==> src/design/mnt_pkg.sv <==
// mnt_pkg: shared types, status-class constants and the data-byte count
// lookup for the midi note transposer
// no dependencies
package mnt_pkg;

    // upper nibble of a status byte
    localparam logic [3:0] NIB_NOTE_OFF   = 4'h8;
    localparam logic [3:0] NIB_NOTE_ON    = 4'h9;
    localparam logic [3:0] NIB_POLY_PRESS = 4'hA;
    localparam logic [3:0] NIB_CTRL       = 4'hB;
    localparam logic [3:0] NIB_PROGRAM    = 4'hC;
    localparam logic [3:0] NIB_CHAN_PRESS = 4'hD;
    localparam logic [3:0] NIB_PITCH_BEND = 4'hE;

    localparam logic [7:0] TRANSPOSE_RESET = 8'sd6;

    // completed note message handed from the parser to the transposer
    typedef struct packed {
        logic [6:0] velocity;
        logic [6:0] note;
        logic [7:0] status;
    } note_evt_t;

    // number of data bytes that follow a status byte
    function automatic logic [1:0] args_for(input logic [7:0] status);
        logic [1:0] n;
        case (status[7:4])
            NIB_NOTE_OFF, NIB_NOTE_ON, NIB_POLY_PRESS, NIB_CTRL: n = 2'd2;
            NIB_PROGRAM, NIB_CHAN_PRESS:                         n = 2'd1;
            NIB_PITCH_BEND:                                      n = 2'd2;
            default:                                             n = 2'd0;
        endcase
        return n;
    endfunction

endpackage

==> src/design/midi_note_transposer.sv <==
// midi_note_transposer: top level, running-status midi parser with note
// transposition; depends on mnt_pkg, mnt_parser, mnt_queue, mnt_transposer
//
// Takes one raw midi byte per word on the s_ channel and emits one result
// word on the m_ channel for each completed note-on (0x9n) or note-off
// (0x8n) message whose note, shifted by the signed transpose register, lies
// in 1..127. Running status is supported; any status byte, real-time bytes
// included, restarts the message. Pitch bend expects two data bytes. The
// block takes one byte every cycle while s_tready is high: the parser
// updates its state on each byte and pushes completed note messages into
// a short queue, and the transposer adds the offset and loads the output
// register. A result passes through the queue and then that register.
// s_tready only drops when the queue is full, which happens only while the
// m_ side stalls. The transpose register (reset 6) is written through
// cfg_valid / cfg_data; cfg_ready is always high, and writes are to be made
// only while the block is idle.
module midi_note_transposer
    import mnt_pkg::*;
#(
    parameter int QUEUE_DEPTH = 2   // note events buffered between the two halves
) (
    input  logic        aclk,
    input  logic        aresetn,
    // input channel
    input  logic        s_tvalid,
    output logic        s_tready,
    input  logic [7:0]  s_tdata,    // [7:0] midi_byte
    // result channel
    output logic        m_tvalid,
    input  logic        m_tready,
    output logic [23:0] m_tdata,    // [7:0] out_status, [14:8] out_note,
                                    // [21:15] out_velocity, [23:22] zero
    // transpose register write
    input  logic        cfg_valid,
    output logic        cfg_ready,
    input  logic [7:0]  cfg_data    // signed semitone offset
);

    // parser -> queue
    logic      pe_valid;
    logic      pe_ready;
    note_evt_t pe_evt;

    // queue -> transposer
    logic      qe_valid;
    logic      qe_ready;
    note_evt_t qe_evt;

    // result register
    note_evt_t res_evt;

    assign cfg_ready = 1'b1;

    // front: byte parser, one byte per cycle while the queue has room
    mnt_parser u_parser (
        .aclk      (aclk),
        .aresetn   (aresetn),
        .in_valid  (s_tvalid),
        .in_ready  (s_tready),
        .in_byte   (s_tdata),
        .evt_valid (pe_valid),
        .evt_ready (pe_ready),
        .evt       (pe_evt)
    );

    // decoupling queue
    mnt_queue #(
        .DEPTH (QUEUE_DEPTH)
    ) u_queue (
        .aclk      (aclk),
        .aresetn   (aresetn),
        .in_valid  (pe_valid),
        .in_ready  (pe_ready),
        .in_evt    (pe_evt),
        .out_valid (qe_valid),
        .out_ready (qe_ready),
        .out_evt   (qe_evt)
    );

    // back: transpose, range check, output register
    mnt_transposer u_transposer (
        .aclk      (aclk),
        .aresetn   (aresetn),
        .cfg_valid (cfg_valid && cfg_ready),
        .cfg_data  (cfg_data),
        .evt_valid (qe_valid),
        .evt_ready (qe_ready),
        .evt       (qe_evt),
        .out_valid (m_tvalid),
        .out_ready (m_tready),
        .out_evt   (res_evt)
    );

    // pack the result word, status in the low byte
    assign m_tdata = {2'b00, res_evt.velocity, res_evt.note, res_evt.status};

endmodule

==> src/design/mnt_parser.sv <==
// mnt_parser: front end, running-status byte parser that detects completed
// note-on / note-off messages and pushes them as events
// depends on mnt_pkg
module mnt_parser
    import mnt_pkg::*;
(
    input  logic       aclk,
    input  logic       aresetn,
    input  logic       in_valid,
    output logic       in_ready,
    input  logic [7:0] in_byte,
    output logic       evt_valid,
    input  logic       evt_ready,
    output note_evt_t  evt
);

    logic [7:0]        rs_reg, rs_next;
    logic [6:0]        fd_reg, fd_next;
    logic signed [2:0] bl_reg, bl_next;
    logic [1:0]        wp_reg, wp_next;

    logic              accept;
    logic              reload;
    logic signed [2:0] bl_base;
    logic [1:0]        wp_base;
    logic              is_note;

    assign in_ready = evt_ready;
    assign accept   = in_valid && in_ready;

    always_comb begin
        rs_next = rs_reg;
        fd_next = fd_reg;
        bl_next = bl_reg;
        wp_next = wp_reg;
        reload  = (wp_reg == 2'd0) || bl_reg[2] || (bl_reg == 3'sd0);
        bl_base = reload ? $signed({1'b0, args_for(rs_reg)}) : bl_reg;
        wp_base = reload ? 2'd1 : wp_reg;
        if (in_byte[7]) begin
            rs_next = in_byte;
            bl_next = $signed({1'b0, args_for(in_byte)});
            wp_next = 2'd1;
        end else begin
            if (wp_base == 2'd1) begin
                fd_next = in_byte[6:0];
            end
            wp_next = wp_base + 2'd1;
            bl_next = bl_base - 3'sd1;
        end
    end

    // only a data byte can close a message
    assign is_note      = (rs_reg[7:4] == NIB_NOTE_ON) || (rs_reg[7:4] == NIB_NOTE_OFF);
    assign evt_valid    = accept && !in_byte[7] && (bl_next == 3'sd0) && is_note;
    assign evt.status   = rs_reg;
    assign evt.note     = fd_next;
    assign evt.velocity = in_byte[6:0];

    always_ff @(posedge aclk) begin
        if (!aresetn) begin
            rs_reg <= '0;
            fd_reg <= '0;
            bl_reg <= '0;
            wp_reg <= '0;
        end else if (accept) begin
            rs_reg <= rs_next;
            fd_reg <= fd_next;
            bl_reg <= bl_next;
            wp_reg <= wp_next;
        end
    end

endmodule

==> src/design/mnt_queue.sv <==
// mnt_queue: small show-ahead fifo of note events between parser and
// transposer
// depends on mnt_pkg
module mnt_queue
    import mnt_pkg::*;
#(
    parameter int DEPTH = 2
) (
    input  logic      aclk,
    input  logic      aresetn,
    input  logic      in_valid,
    output logic      in_ready,
    input  note_evt_t in_evt,
    output logic      out_valid,
    input  logic      out_ready,
    output note_evt_t out_evt
);

    localparam int PTR_W = (DEPTH > 1) ? $clog2(DEPTH) : 1;
    localparam int CNT_W = $clog2(DEPTH + 1);

    note_evt_t        mem_reg [DEPTH];
    logic [PTR_W-1:0] wr_ptr_reg, wr_ptr_next;
    logic [PTR_W-1:0] rd_ptr_reg, rd_ptr_next;
    logic [CNT_W-1:0] count_reg, count_next;
    logic             push, pop;

    assign in_ready  = (count_reg != CNT_W'(DEPTH));
    assign out_valid = (count_reg != '0);
    assign out_evt   = mem_reg[rd_ptr_reg];
    assign push      = in_valid && in_ready;
    assign pop       = out_valid && out_ready;

    always_comb begin
        wr_ptr_next = wr_ptr_reg;
        rd_ptr_next = rd_ptr_reg;
        count_next  = count_reg;
        if (push) begin
            wr_ptr_next = (wr_ptr_reg == PTR_W'(DEPTH - 1)) ? '0 : wr_ptr_reg + 1'b1;
        end
        if (pop) begin
            rd_ptr_next = (rd_ptr_reg == PTR_W'(DEPTH - 1)) ? '0 : rd_ptr_reg + 1'b1;
        end
        if (push && !pop) begin
            count_next = count_reg + 1'b1;
        end else if (pop && !push) begin
            count_next = count_reg - 1'b1;
        end
    end

    always_ff @(posedge aclk) begin
        if (push) begin
            mem_reg[wr_ptr_reg] <= in_evt;
        end
    end

    always_ff @(posedge aclk) begin
        if (!aresetn) begin
            wr_ptr_reg <= '0;
            rd_ptr_reg <= '0;
            count_reg  <= '0;
        end else begin
            wr_ptr_reg <= wr_ptr_next;
            rd_ptr_reg <= rd_ptr_next;
            count_reg  <= count_next;
        end
    end

endmodule

==> src/design/mnt_transposer.sv <==
// mnt_transposer: back end, holds the transpose register, shifts the note,
// drops out-of-range notes and drives the registered result word
// depends on mnt_pkg
module mnt_transposer
    import mnt_pkg::*;
(
    input  logic       aclk,
    input  logic       aresetn,
    input  logic       cfg_valid,
    input  logic [7:0] cfg_data,
    input  logic       evt_valid,
    output logic       evt_ready,
    input  note_evt_t  evt,
    output logic       out_valid,
    input  logic       out_ready,
    output note_evt_t  out_evt
);

    logic [7:0] transpose_reg;
    logic       valid_reg, valid_next;
    note_evt_t  evt_reg;
    logic [8:0] sum;
    logic       in_range;
    logic       pop;

    // 9-bit sum covers -128..254
    assign sum       = {2'b00, evt.note} + {transpose_reg[7], transpose_reg};
    assign in_range  = !sum[8] && !sum[7] && (sum[6:0] != 7'd0);
    assign evt_ready = !valid_reg || out_ready;
    assign pop       = evt_valid && evt_ready;

    assign valid_next = (valid_reg && !out_ready) || (pop && in_range);

    always_ff @(posedge aclk) begin
        if (!aresetn) begin
            transpose_reg <= TRANSPOSE_RESET;
            valid_reg     <= 1'b0;
        end else begin
            if (cfg_valid) begin
                transpose_reg <= cfg_data;
            end
            valid_reg <= valid_next;
        end
    end

    always_ff @(posedge aclk) begin
        if (pop && in_range) begin
            evt_reg.status   <= evt.status;
            evt_reg.note     <= sum[6:0];
            evt_reg.velocity <= evt.velocity;
        end
    end

    assign out_valid = valid_reg;
    assign out_evt   = evt_reg;

endmodule

==> config.mk <==
export PLATFORM = sky130hd
export DESIGN_NAME = midi_note_transposer
export DESIGN_NICKNAME = d
export VERILOG_FILES = /design/src/design/mnt_pkg.sv /design/src/design/midi_note_transposer.sv /design/src/design/mnt_parser.sv /design/src/design/mnt_queue.sv /design/src/design/mnt_transposer.sv
export SDC_FILE = /design/constraint.sdc
export NUM_CORES = 1
export LEC_CHECK = 0
export ABC_AREA = 0
export BUFFER_PORTS_ARGS = -buffer_cell sky130_fd_sc_hd__buf_2
export CORE_MARGIN = 3
export CORE_UTILIZATION = 58
export DETAILED_ROUTE_END_ITERATION = 6
export HOLD_SLACK_MARGIN = 0.12
export PLACE_DENSITY = 0.76
export SETUP_SLACK_MARGIN = 0.02
export SLEW_MARGIN = 40
export SYNTH_ARGS = -nofsm -noshare
export SYNTH_HDL_FRONTEND = slang
export SYNTH_HIERARCHICAL = 1
export SYNTH_SLANG_ARGS = --single-unit
==> constraint.sdc <==
create_clock -name aclk -period 5 [get_ports aclk]
set_input_delay 1 -clock aclk [delete_from_list [all_inputs] [get_ports aclk]]
set_output_delay 1 -clock aclk [all_outputs]
set_load 0.02 [all_outputs]
==> results of run 1 <==
-- layer usage --
layer / GRT usage, % / up-vias / wire (µm)
li1: - / 1259 / -
met3: 3.74 / 5 / 344
met2: 29.8 / 62 / 3560
met1: 23.0 / 1244 / 3170
met4: 4.83 / 0 / 34
met5: 0 / - / 0
-- tightest hold or removal path, cell delays in order, from the launching register on --
cell and delay [ns]:
dfxtp_1 0.32, nand2_1 0.05, a21boi_1 0.05
-- power breakdown --
group	switching [mW]	internal (mW)
Sequential	0.0479	1.00
Combinational	0.322	0.230
Clock	0.258	0.184
-- worst paths after layout --
| path | startpoint | endpoint | slack [ns] | cells after the start |
|---|---|---|---|---|
| max reg2reg | register | u_transposer/out_evt[4]$_DFFE_PP_ | 1.77 | 9 |
| min | u_parser/fd_reg[2]$_SDFFE_PN0P_ | u_parser/fd_reg[2]$_SDFFE_PN0P_ | 0.46 | 2 |
| max | register | u_transposer/out_evt[4]$_DFFE_PP_ | 1.77 | 9 |
| min reg2reg | u_parser/fd_reg[2]$_SDFFE_PN0P_ | u_parser/fd_reg[2]$_SDFFE_PN0P_ | 0.46 | 2 |
-- cell usage after synthesis (3+ instances only) --
| master | number | share of area [%] |
|---|---|---|
| a21boi_1 | 8 | 1.4 |
| nand3b_1 | 3 | 0.52 |
| nor3_1 | 4 | 0.46 |
| edfxtp_1 | 66 | 46 |
| buf_2 | 4 | 0.46 |
| a21boi_0 | 10 | 1.7 |
| inv_1 | 8 | 0.69 |
| o211ai_1 | 3 | 0.52 |
| nand3_1 | 8 | 0.92 |
| buf_4 | 13 | 2.2 |
| or4b_1 | 3 | 0.69 |
| and2_1 | 6 | 0.87 |
| or2_2 | 3 | 0.43 |
| nor2_1 | 14 | 1.2 |
| mux2_2 | 29 | 7.5 |
| ha_1 | 10 | 2.9 |
| nor2b_1 | 3 | 0.43 |
| clkbuf_1 | 3 | 0.26 |
| a21oi_1 | 7 | 0.81 |
| xor2_1 | 3 | 0.61 |
| dfxtp_1 | 34 | 16 |
| o21ai_1 | 3 | 0.35 |
| nand2_1 | 28 | 2.4 |
| o21ai_0 | 7 | 0.81 |
| mux2i_1 | 9 | 2.1 |
-- through the flow --
step	area (µm²)	hold slack [ns]	utilization, %	instances	power, mW
2_1_floorplan	4340	0.425	-	328	1.49
3_3_place_gp	4560	0.432	65.0	449	1.61
3_5_place_dp	4560	0.444	65.0	449	1.62
4_1_cts	4730	0.457	67.4	465	2.06
5_1_grt	4730	0.481	67.4	465	2.16
6_report	4730	0.457	67.4	465	2.04
-- final cells by class --
| cell class | instances | area [µm²] |
|---|---|---|
| timing repair buffer | 46 | 235 |
| sequential | 100 | 2660 |
| clock inverter | 5 | 38.8 |
| clock buffer | 11 | 131 |
| inverter | 8 | 30.0 |
| fill | 531 | 2290 |
| multi-input combinational | 199 | 1510 |
| tap | 96 | 120 |
-- cell families (layout without fill, tap and decap cells) --
logic type      Yosys count  after routing  share of synthesized area, %
simple gates             88             88                          11.2
buf+inv                  29             70                          3.92
other cells               2              3                         0.173
compound gates           54             54                          9.37
xor+xnor                  5              5                          1.01
flops                   100            100                          61.4
fa+ha+maj                11             11                          3.35
mux                      38             38                          9.60
-- cell usage in the layout, fill, tap and decap left out, types with 3 or more instances in the layout --
| master | count |
|---|---|
| a21boi_0 | 10 |
| a21boi_1 | 8 |
| a21oi_1 | 7 |
| and2_1 | 6 |
| buf_2 | 44 |
| clkbuf_8 | 9 |
| conb_1 | 3 |
| dfxtp_1 | 34 |
| edfxtp_1 | 66 |
| ha_1 | 10 |
| inv_1 | 7 |
| mux2_2 | 29 |
| mux2i_1 | 9 |
| nand2_1 | 28 |
| nand3_1 | 8 |
| nand3b_1 | 3 |
| nor2_1 | 13 |
| nor2b_1 | 3 |
| nor3_1 | 4 |
| o211ai_1 | 3 |
| o21ai_0 | 7 |
| o21ai_1 | 3 |
| or2_2 | 3 |
| or4b_1 | 3 |
| xor2_1 | 3 |
==> results.toml, run 1 <==
[grt]
track_usage_pct = 17.6
grt_pass1_wl_um = 11900
grt_max_degree = 30
antenna_found_initial = 0
grt_pass1_vias = 2479
grt.overflow.total = 0

[setup_path]
crit_buf_inv = 1
max_stage_delay_ns = 0.53
cp.arrival_ns = 3.32
cp_slowest_cell = "dfxtp_1"
critPathKind = "register to register"
startpoint_type = "register"
worstPathMaxFanout = 22
worstPathCellList = "mux2_2, ha_1, fa_1, a211oi_2, or4b_1, o2111ai_2, nor4_2, nor2_2, buf_4"
crit_family = "adder cells"
critPathCaptureType = "register"
critPathRequiredTime_ns = 5.09

[clocking]
clockRootBuffer = "clkbuf_8"
ctsHoldBuffers = 0
cts_setup_buffers = 0
cts_htree_levels = 3
cts_made_buffers = 9
cts_sinks = 100
cts_buffer_depth = 2
cts_resized = 0
cts_tree = "built"
worstSkewPairLatency_ns = 0.35
path_clk_slew_ns = 0.09

[timing]
rsz0062_at_grt = "no"
post-route-min-period_ns = 3.23
worst_pin_slew_ns = 0.555
setup_viol = 0
finalCritPeriodShare_pct = 64.7
layout_setup_ws_ns = 1.77
hold_viol_final = 0
fin_skew_ns = 0.0121
maxSlewHeadroom_pct = 63.0
maxSlewViolCount = 0
fmax_mhz = 309
setup_tns_ns = 0

[pwr]
power_density_nw_per_um2 = 432
p_leak_nw = 1.73
ir_drop_uv = 203

[final_layout]
n_antenna_cell = 0
drive_gt1_share_pct = 29.8
largest_reg_flops = 44
nets = 396
areaGrowthSynthToFinish_pct = 9.06

[route]
drt_wl_total_um = 7110
dr_total_vias = 2570
first_pass_iters = 4
detail_route.iter0.violations = 132
post_drt_wl_per_cell_um = 15.3
vias_per_cell = 5.53
drc = 0
drtAntennaViolNets = 0

[worst_hold_path]
min_path_type = "register to register"

[synth]
synth_cell_types = 56
synth_area_um2 = 4340
avgSynthCellArea_um2 = 13.3
ys_seq_area_share_pct = 61.4
ys_ff_latch = 100
syn_inst = 327
async_flop_share_pct = 0
synth_edf_count = 66
yosysWarnings = 6
synth_flop_cell = "edfxtp_1"

[status]
status = "completed"

[floorplanning]
die_h_um = 92.5
dieArea_um2 = 8550
die_w_um = 92.5
io_pins = 48
coreArea_um2 = 7020
num_rows = 30
initial_core_util_pct = 61.8

[place]
post-place-ws_ns = 1.77
place.gp.congestion = 0.839
place_hpwl_um = 5000
port_buffers = 44

[job]
drv_cap = 0
Power figures use the tool's default switching activity.
==> inputs of run 2 (changes only) <==
- ABC_AREA: 0 -> 1
- clock period: 5 -> 3.15 ns (I/O delays scaled with it)
==> results.toml, run 2 <==
[status]
status = "completed"

[synth]
netlist_top_cells_area = "edfxtp_1 (45%), dfxtp_1 (15%), mux2_2 (5.6%)"
synth_top_family_by_area = "simple AND/OR/NAND/NOR gates"
yosys-top-cells-count = "edfxtp_1 (66), nand2_1 (60), inv_1 (50)"
synth_flop_cell = "edfxtp_1"
synth_area_um2 = 4400
ys_ff_latch = 100
synth-xor-area-share_pct = 0
netlist.area_leader.share_pct = 45.0
synth_top_cell_by_area = "edfxtp_1"
synth_cell_types = 32
synth_edf_count = 66
synthMuxAreaShare_pct = 5.63
syn_inst = 412
ys_seq_area_share_pct = 60.5
yosysMostFrequentCell = "edfxtp_1"
yosysWarnings = 6
avgSynthCellArea_um2 = 10.7
synthAdderAreaFrac_pct = 3.30
synth_compound_area_share_pct = 7.47
async_flop_share_pct = 0
yosys.area_share.simple_pct = 14.8

[floorplanning]
io_pins = 48
num_rows = 31
initial_core_util_pct = 60.4
coreArea_um2 = 7290
die_w_um = 93.1
dieArea_um2 = 8670
die_h_um = 93.1

[clocking]
cts_resized = 0
cts_buffer_depth = 2
cts_setup_buffers = 0
cts_made_buffers = 9
cts_sinks = 100
cts_htree_levels = 3
worstSkewPairLatency_ns = 0.36
cts_tree = "built"
ctsHoldBuffers = 0
path_clk_slew_ns = 0.10
clockRootBuffer = "clkbuf_8"

[worst_hold_path]
hp-start = "cfg_data[1]"
min_path_type = "input pin to register"
holdPathEnd = "u_transposer/transpose_reg[1]$_SDFFE_PN1P_"
holdPathStages = 3

[timing]
fmax_mhz = 357
setup_tns_ns = 0
hold_ws_ns = 0.471
rsz0062_at_grt = "no"
maxSlewHeadroom_pct = 61.1
fin_skew_ns = 0.0129
hold_viol_final = 0
finalCritPeriodShare_pct = 88.9
post-route-min-period_ns = 2.80
maxSlewViolCount = 0
setup_viol = 0
worst_pin_slew_ns = 0.582

[setup_path]
worstPathMaxFanout = 22
critPathKind = "register to register"
startpoint_type = "register"
rrSetupSlack_ns = 0.35
critPathCaptureType = "register"
critPathRequiredTime_ns = 3.19
cp.arrival_ns = 2.84
worst-r2r-cell-count = 13
r2r-end = "u_transposer/out_evt[4]$_DFFE_PP_"

[route]
post_drt_wl_per_cell_um = 13.7
dr_total_vias = 2871
first_pass_iters = 4
drc = 0
vias_per_cell = 5.15
drt_wl_total_um = 7650
drtAntennaViolNets = 0
detail_route.iter0.violations = 179

[final_layout]
layout_common_cells = "edfxtp_1 (66), nand2_1 (60), inv_1 (50), buf_2 (44), nor2_1 (40)"
nets = 486
largest_reg_flops = 44
areaGrowthSynthToFinish_pct = 10.0
utilization_pct = 66.4
n_antenna_cell = 0
layout.cells.non_filler = 558
fill_cells = 599
drive_gt1_share_pct = 25.7
layout_commonest_cell = "edfxtp_1"

[grt]
grt_pass1_wl_um = 12700
grt.overflow.total = 0
grt_pass1_vias = 2749
track_usage_pct = 19.1
grt_max_degree = 23
antenna_found_initial = 0

[pwr]
ir_drop_uv = 277
power_density_nw_per_um2 = 740
p_leak_nw = 2.03

[place]
place_inst = 542
place.gp.congestion = 0.853
port_buffers = 44
place_hpwl_um = 5360

[job]
drv_cap = 0
run 2: cell count changes in the layout (fill, tap and decap cells not counted), sizes merged, moves of 7 or more:
cell    change
nor2       +29
o21ai      +13
mux2        -7
mux2i       -9
nand2      +43
inv        +49
a21boi     -17
nand3      +17
a21oi      +21
run 2: logic make-up (layout without fill, tap and decap cells):
group | after synthesis | count (layout)
compound gates | 56 | 56
fa+ha+maj | 11 | 11
buf+inv | 76 | 122
flops | 100 | 100
mux | 22 | 22
other cells | 2 | 3
simple gates | 145 | 145
run 2: layer usage:
metal | part of all wire [%] | track usage (%) | vias to the layer above
met2 | 49 | 30.9 | 64
met5 | 0 | 0 | -
met1 | 44 | 25.2 | 1361
met4 | 1.1 | 6.96 | 0
li1 | - | - | 1441
met3 | 5.1 | 4.42 | 5
run 2: area by class of cell:
| class | instances | area, µm² | area share (%) |
|---|---|---|---|
| Sequential cell | 100 | 2660 | 55.0 |
| Multi-Input combinational cell | 237 | 1380 | 28.6 |
| Timing Repair Buffer | 48 | 250 | 5.17 |
| Inverter | 58 | 219 | 4.52 |
| Clock buffer | 9 | 124 | 2.56 |
| Tap cell | 99 | 124 | 2.56 |
| Clock inverter | 7 | 80.1 | 1.65 |
run 2: critical path, cell delays in order, from the launching register on:
cell and delay [ns]:
dfxtp_1 0.39, buf_4 0.31, mux2_2 0.37, ha_1 0.36, nand2_1 0.13, inv_1 0.05, nand2_1 0.09, nand3_1 0.09
nand2_1 0.06, nand2_1 0.09, nand3_2 0.09, nand3_2 0.08, inv_1 0.06, buf_4 0.29
run 2: worst max path at each step:
stage | start | endpoint | cells after the start
6_report | register | u_transposer/out_evt[4]$_DFFE_PP_ | 13
5_1_grt | register | u_transposer/out_evt[4]$_DFFE_PP_ | 13
4_1_cts | register | u_transposer/out_evt[4]$_DFFE_PP_ | 13
3_5_place_dp | register | u_transposer/out_evt[20]$_DFFE_PP_ | 13
3_3_place_gp | register | u_transposer/out_evt[3]$_DFFE_PP_ | 13
2_1_floorplan | register | u_transposer/out_evt[0]$_DFFE_PP_ | 11
run 2: power by group:
| group | switching, mW | total [mW] | internal [mW] |
|---|---|---|---|
| clock | 0.447 | 0.825 | 0.378 |
| combinational | 0.676 | 1.04 | 0.359 |
| sequential | 0.0711 | 1.73 | 1.66 |
run 2: per-stage QoR:
step	area [µm²]	total power, mW	worst slack [ns]
2_1_floorplan	4410	2.55	0.368
3_3_place_gp	4640	2.77	0.465
3_5_place_dp	4640	2.80	0.371
4_1_cts	4840	3.62	0.344
5_1_grt	4840	3.80	0.111
6_report	4840	3.59	0.351
